## src/hdl/tfn_pkg.sv

```systemverilog
// tfn_pkg: shared types and constants for the triangle face normal engine
// no dependencies
`default_nettype none
package tfn_pkg;
    localparam int VertexSlots = 1024;
    localparam int SlotW = 10;
    localparam int CoordW = 16;
    localparam int NormW = 16;
    localparam logic CmdWrite = 1'b0;
    localparam logic CmdTri = 1'b1;

    typedef struct packed {
        logic               cmd;
        logic [SlotW-1:0]   vertex_slot;
        logic signed [CoordW-1:0] pos_x;
        logic signed [CoordW-1:0] pos_y;
        logic signed [CoordW-1:0] pos_z;
        logic [SlotW-1:0]   corner_a;
        logic [SlotW-1:0]   corner_b;
        logic [SlotW-1:0]   corner_c;
        logic               last_triangle;
    } t_in_item;

    typedef struct packed {
        logic signed [NormW-1:0] normal_x;
        logic signed [NormW-1:0] normal_y;
        logic signed [NormW-1:0] normal_z;
        logic               degenerate;
        logic [SlotW-1:0]   out_corner_a;
        logic [SlotW-1:0]   out_corner_b;
        logic [SlotW-1:0]   out_corner_c;
        logic               end_of_mesh;
    } t_out_item;

    // triangle job passed from the front to the back
    typedef struct packed {
        logic signed [34:0] cx;
        logic signed [34:0] cy;
        logic signed [34:0] cz;
        logic [SlotW-1:0]   ca;
        logic [SlotW-1:0]   cb;
        logic [SlotW-1:0]   cc;
        logic               last;
    } t_job;
endpackage
`default_nettype wire

```

## src/hdl/tfn_queue.sv

```systemverilog
// tfn_queue: two-entry job queue between front and back
// depends on tfn_pkg
`default_nettype none
module tfn_queue import tfn_pkg::*; (
    input  wire logic i_clk,
    input  wire logic i_rst_n,
    input  wire logic i_valid,
    output logic      o_ready,
    input  wire t_job i_job,
    output logic      o_valid,
    input  wire logic i_ready,
    output t_job      o_job
);
    t_job r_q [2];
    logic r_wp, r_rp;
    logic [1:0] r_cnt;
    logic w_push, w_pop;

    assign o_ready = (r_cnt != 2'd2);
    assign o_valid = (r_cnt != 2'd0);
    assign o_job = r_q[r_rp];
    assign w_push = i_valid && o_ready;
    assign w_pop = o_valid && i_ready;

    always_ff @(posedge i_clk) begin
        if (w_push) r_q[r_wp] <= i_job;
        if (!i_rst_n) begin
            r_wp <= 1'b0;
            r_rp <= 1'b0;
            r_cnt <= 2'd0;
        end else begin
            if (w_push) r_wp <= ~r_wp;
            if (w_pop) r_rp <= ~r_rp;
            r_cnt <= r_cnt + 2'(w_push) - 2'(w_pop);
        end
    end

    a_cnt_range: assert property (@(posedge i_clk) disable iff (!i_rst_n)
        r_cnt != 2'd3) else $error("queue count overflow");
    a_ptr_match: assert property (@(posedge i_clk) disable iff (!i_rst_n)
        (r_cnt == 2'd0 || r_cnt == 2'd2) |-> r_wp == r_rp) else $error("pointer mismatch");
    a_count: assert property (@(posedge i_clk) disable iff (!i_rst_n)
        r_cnt == 2'd1 |-> r_wp != r_rp) else $error("pointer mismatch one");
endmodule
`default_nettype wire

```

## config.mk

```make
export PLATFORM = sky130hd
export DESIGN_NAME = tfn_queue
export DESIGN_NICKNAME = d
export VERILOG_FILES = /design/src/hdl/tfn_pkg.sv /design/src/hdl/tfn_queue.sv
export SDC_FILE = /design/constraint.sdc
export NUM_CORES = 1
export LEC_CHECK = 0
export BUFFER_PORTS_ARGS = -buffer_cell sky130_fd_sc_hd__buf_4
export CORE_MARGIN = 5
export CORE_UTILIZATION = 52
export DETAILED_ROUTE_END_ITERATION = 7
export PLACE_DENSITY = 0.77
export SKIP_CTS_REPAIR_TIMING = 1
export SLEW_MARGIN = 10
export SYNTH_ARGS = -nofsm -noshare
export SYNTH_HDL_FRONTEND = slang
export SYNTH_SLANG_ARGS = --single-unit
```

## constraint.sdc

```tcl
create_clock -name i_clk -period 10.2 [get_ports i_clk]
set_input_delay 1.02 -clock i_clk [delete_from_list [all_inputs] [get_ports i_clk]]
set_output_delay 1.02 -clock i_clk [all_outputs]
set_load 0.03 [all_outputs]
```

==> results.ini <==
[synthesis]
yosysMostFrequentCell=edfxtp_1
synthArstFlopShare_pct=0
ys_seq_elements=277
synthXorXnorAreaFrac_pct=0.258
yosys.area.top_type=edfxtp_1
synthMuxAreaShare_pct=16.6
synth_top_area_share_pct=80.1
synth-simple-area-share_pct=0.601
synth_edf_count=272
avgSynthCellArea_um2=22.8
syn_area_um2=10200
synth_area_leaders=edfxtp_1 (80%), mux2_2 (11%), mux2_4 (5.9%)
synth_top_family_by_area=multiplexers
synthCells=447
synth.distinct_cells=18
ys_warn_count=0
synth-seq-area-share_pct=81.1
synth_fa_ha_area_share_pct=0.245
synthTopCellsByCount=edfxtp_1 (272), mux2_2 (96), mux2_4 (40)
synth_compound_area_share_pct=0.0736
ys_dominant_reg_cell=edfxtp_1
synth_nets=589

[global_routing]
grt_start_max_net_pins=75
grt_pass1_vias=5686
antenna_found_initial=0
grt_pass1_wl_mm=30.9
track_usage_pct=17.9
grt_overflow=0

[power]
ir_drop_mv=0.184
p_leak_nw=5.06
pwr_density_cell_nw_per_um2=265
power_mw=3.56

[timing]
hold_viol=0
slew_viol_final=0
grt_setup_unrepaired=false
finalSetupViolations=0
fin_tns_setup_ps=0
fin_crit_sh_pct=40.1
fin_crit_ps=4090
clock-skew-final_ps=7.65
worstMarginPinSlew_ps=1030
fmax_mhz=244
slew_headroom_pct=31.5

[floorplan]
rows=51
die_w_um=150
fp.dieArea_um2=22500
fp.coreArea_um2=19400
die_h_um=150
ios=278
start_util_pct=52.6

[detailed_routing]
drt_iter0_drc=218
drt_first_pass_iters=4
via_count=5162
drt-met1-wl_mm=7.85
met2WireLength_mm=10.3
finalWirelength_mm=21.0
ant_nets=0
drcViolationCount=0
highest_layer=met4
route.met3.wl_mm=2.28
viasPerCell=5.03
wl_per_cell_um=20.4

[layout]
layout-drive-gt1-share_pct=60.3
ff_latch_area_um2=8270
antennaDiodeCount=0
n_fill_cell=1283
multi_input_comb_area_um2=1820
syn2layout_area_growth_pct=31.6
num-nets-final=884

[clock_tree]
htreeDepth=1
cts.sinks=277
clkLatencyLatePin_ps=520
clk_pin_slew_ps=60
numCtsBuffers=27
cts_buffer_depth=3
cts_tree=done
root_buffer=clkbuf_16

[worst_hold_path]
hp-class=reg2reg

[worst_setup_path]
crit_type=reg2out
cp-end-kind=output pin
worst_ep_arrival_time_ps=3070
required_ps=9180
rrSetupSlack_ps=7240
start_kind=flip-flop
crit_fanout=70

[job]
drv_cap=0

[placed_design]
place_hpwl_mm=14.2
place_congestion=0.782
io_buffers=277

[run_status]
status=completed

## cell families (layout without fill, tap and decap cells)
family	after synthesis	count (layout)
mux	137	137
compound gates	1	1
buf+inv	16	330
fa+ha+maj	2	2
flops	277	277
xor+xnor	3	3
simple gates	11	11
## flip-flops by register name, indices dropped and copies added, names as in the netlist, named ones only
signal and cells:
r_q 272, r_wp 1, r_rp 1, r_cnt 2
## cell type report
class	instances	share of cell area, %
Sequential cell	277	61.7
Timing Repair Buffer	281	15.7
Multi-Input combinational cell	154	13.6
Clock buffer	37	5.54
Tap cell	265	2.47
Clock inverter	11	0.961
Inverter	1	0.0280
## final timing paths
path                  startpoint                    to  cells after the start
max                    flip-flop             o_job[63]                      3
min            r_rp$_SDFFE_PN0P_             flip-flop                      2
max reg2reg  r_cnt[0]$_SDFF_PN0_  r_q[0][54]$_DFFE_PP_                      5
min reg2reg    r_rp$_SDFFE_PN0P_             flip-flop                      2
## layout by cell type (no fill, tap or decap), types with 3 or more instances in the layout
cell | synthesis | layout
xnor2_1 | 3 | 3
dfxtp_1 | 5 | 4
clkbuf_16 | 0 | 27
buf_4 | 0 | 281
mux2_4 | 40 | 40
clkbuf_1 | 0 | 7
clkinv_2 | 0 | 4
clkbuf_8 | 0 | 3
edfxtp_1 | 272 | 272
clkinv_1 | 0 | 3
mux2_2 | 96 | 96
bufinv_16 | 0 | 3
## worst max-delay path, cell delays in order (launching register included)
cell and delay, ps:
dfxtp_4 970, buf_4 900, mux2_2 430, buf_4 170
## metal layers
| layer | GRT usage (%) | vias up |
|---|---|---|
| li1 | - | 2361 |
| met5 | 0 | - |
| met2 | 30.2 | 237 |
| met4 | 5.35 | 0 |
| met3 | 6.60 | 32 |
| met1 | 21.7 | 2532 |
## metrics by stage
stage,utilization (%),area (um2),cells,worst slack [ps],hold WS [ps]
2_1_floorplan,-,10200,447,2790,455
3_3_place_gp,64.6,12500,978,6630,507
3_5_place_dp,64.6,12500,978,6590,531
4_1_cts,69.1,13400,1026,6040,550
5_1_grt,69.1,13400,1026,5930,577
6_report,69.1,13400,1026,6110,544
## power by group
part / switching, mW / internal [mW] / total, mW
combinational: 0.622 / 0.456 / 1.08
clock: 0.387 / 0.582 / 0.969
sequential: 0.0758 / 1.43 / 1.51
total: 1.08 / 2.47 / 3.56
Note: power is estimated with default switching activity, not from simulation.
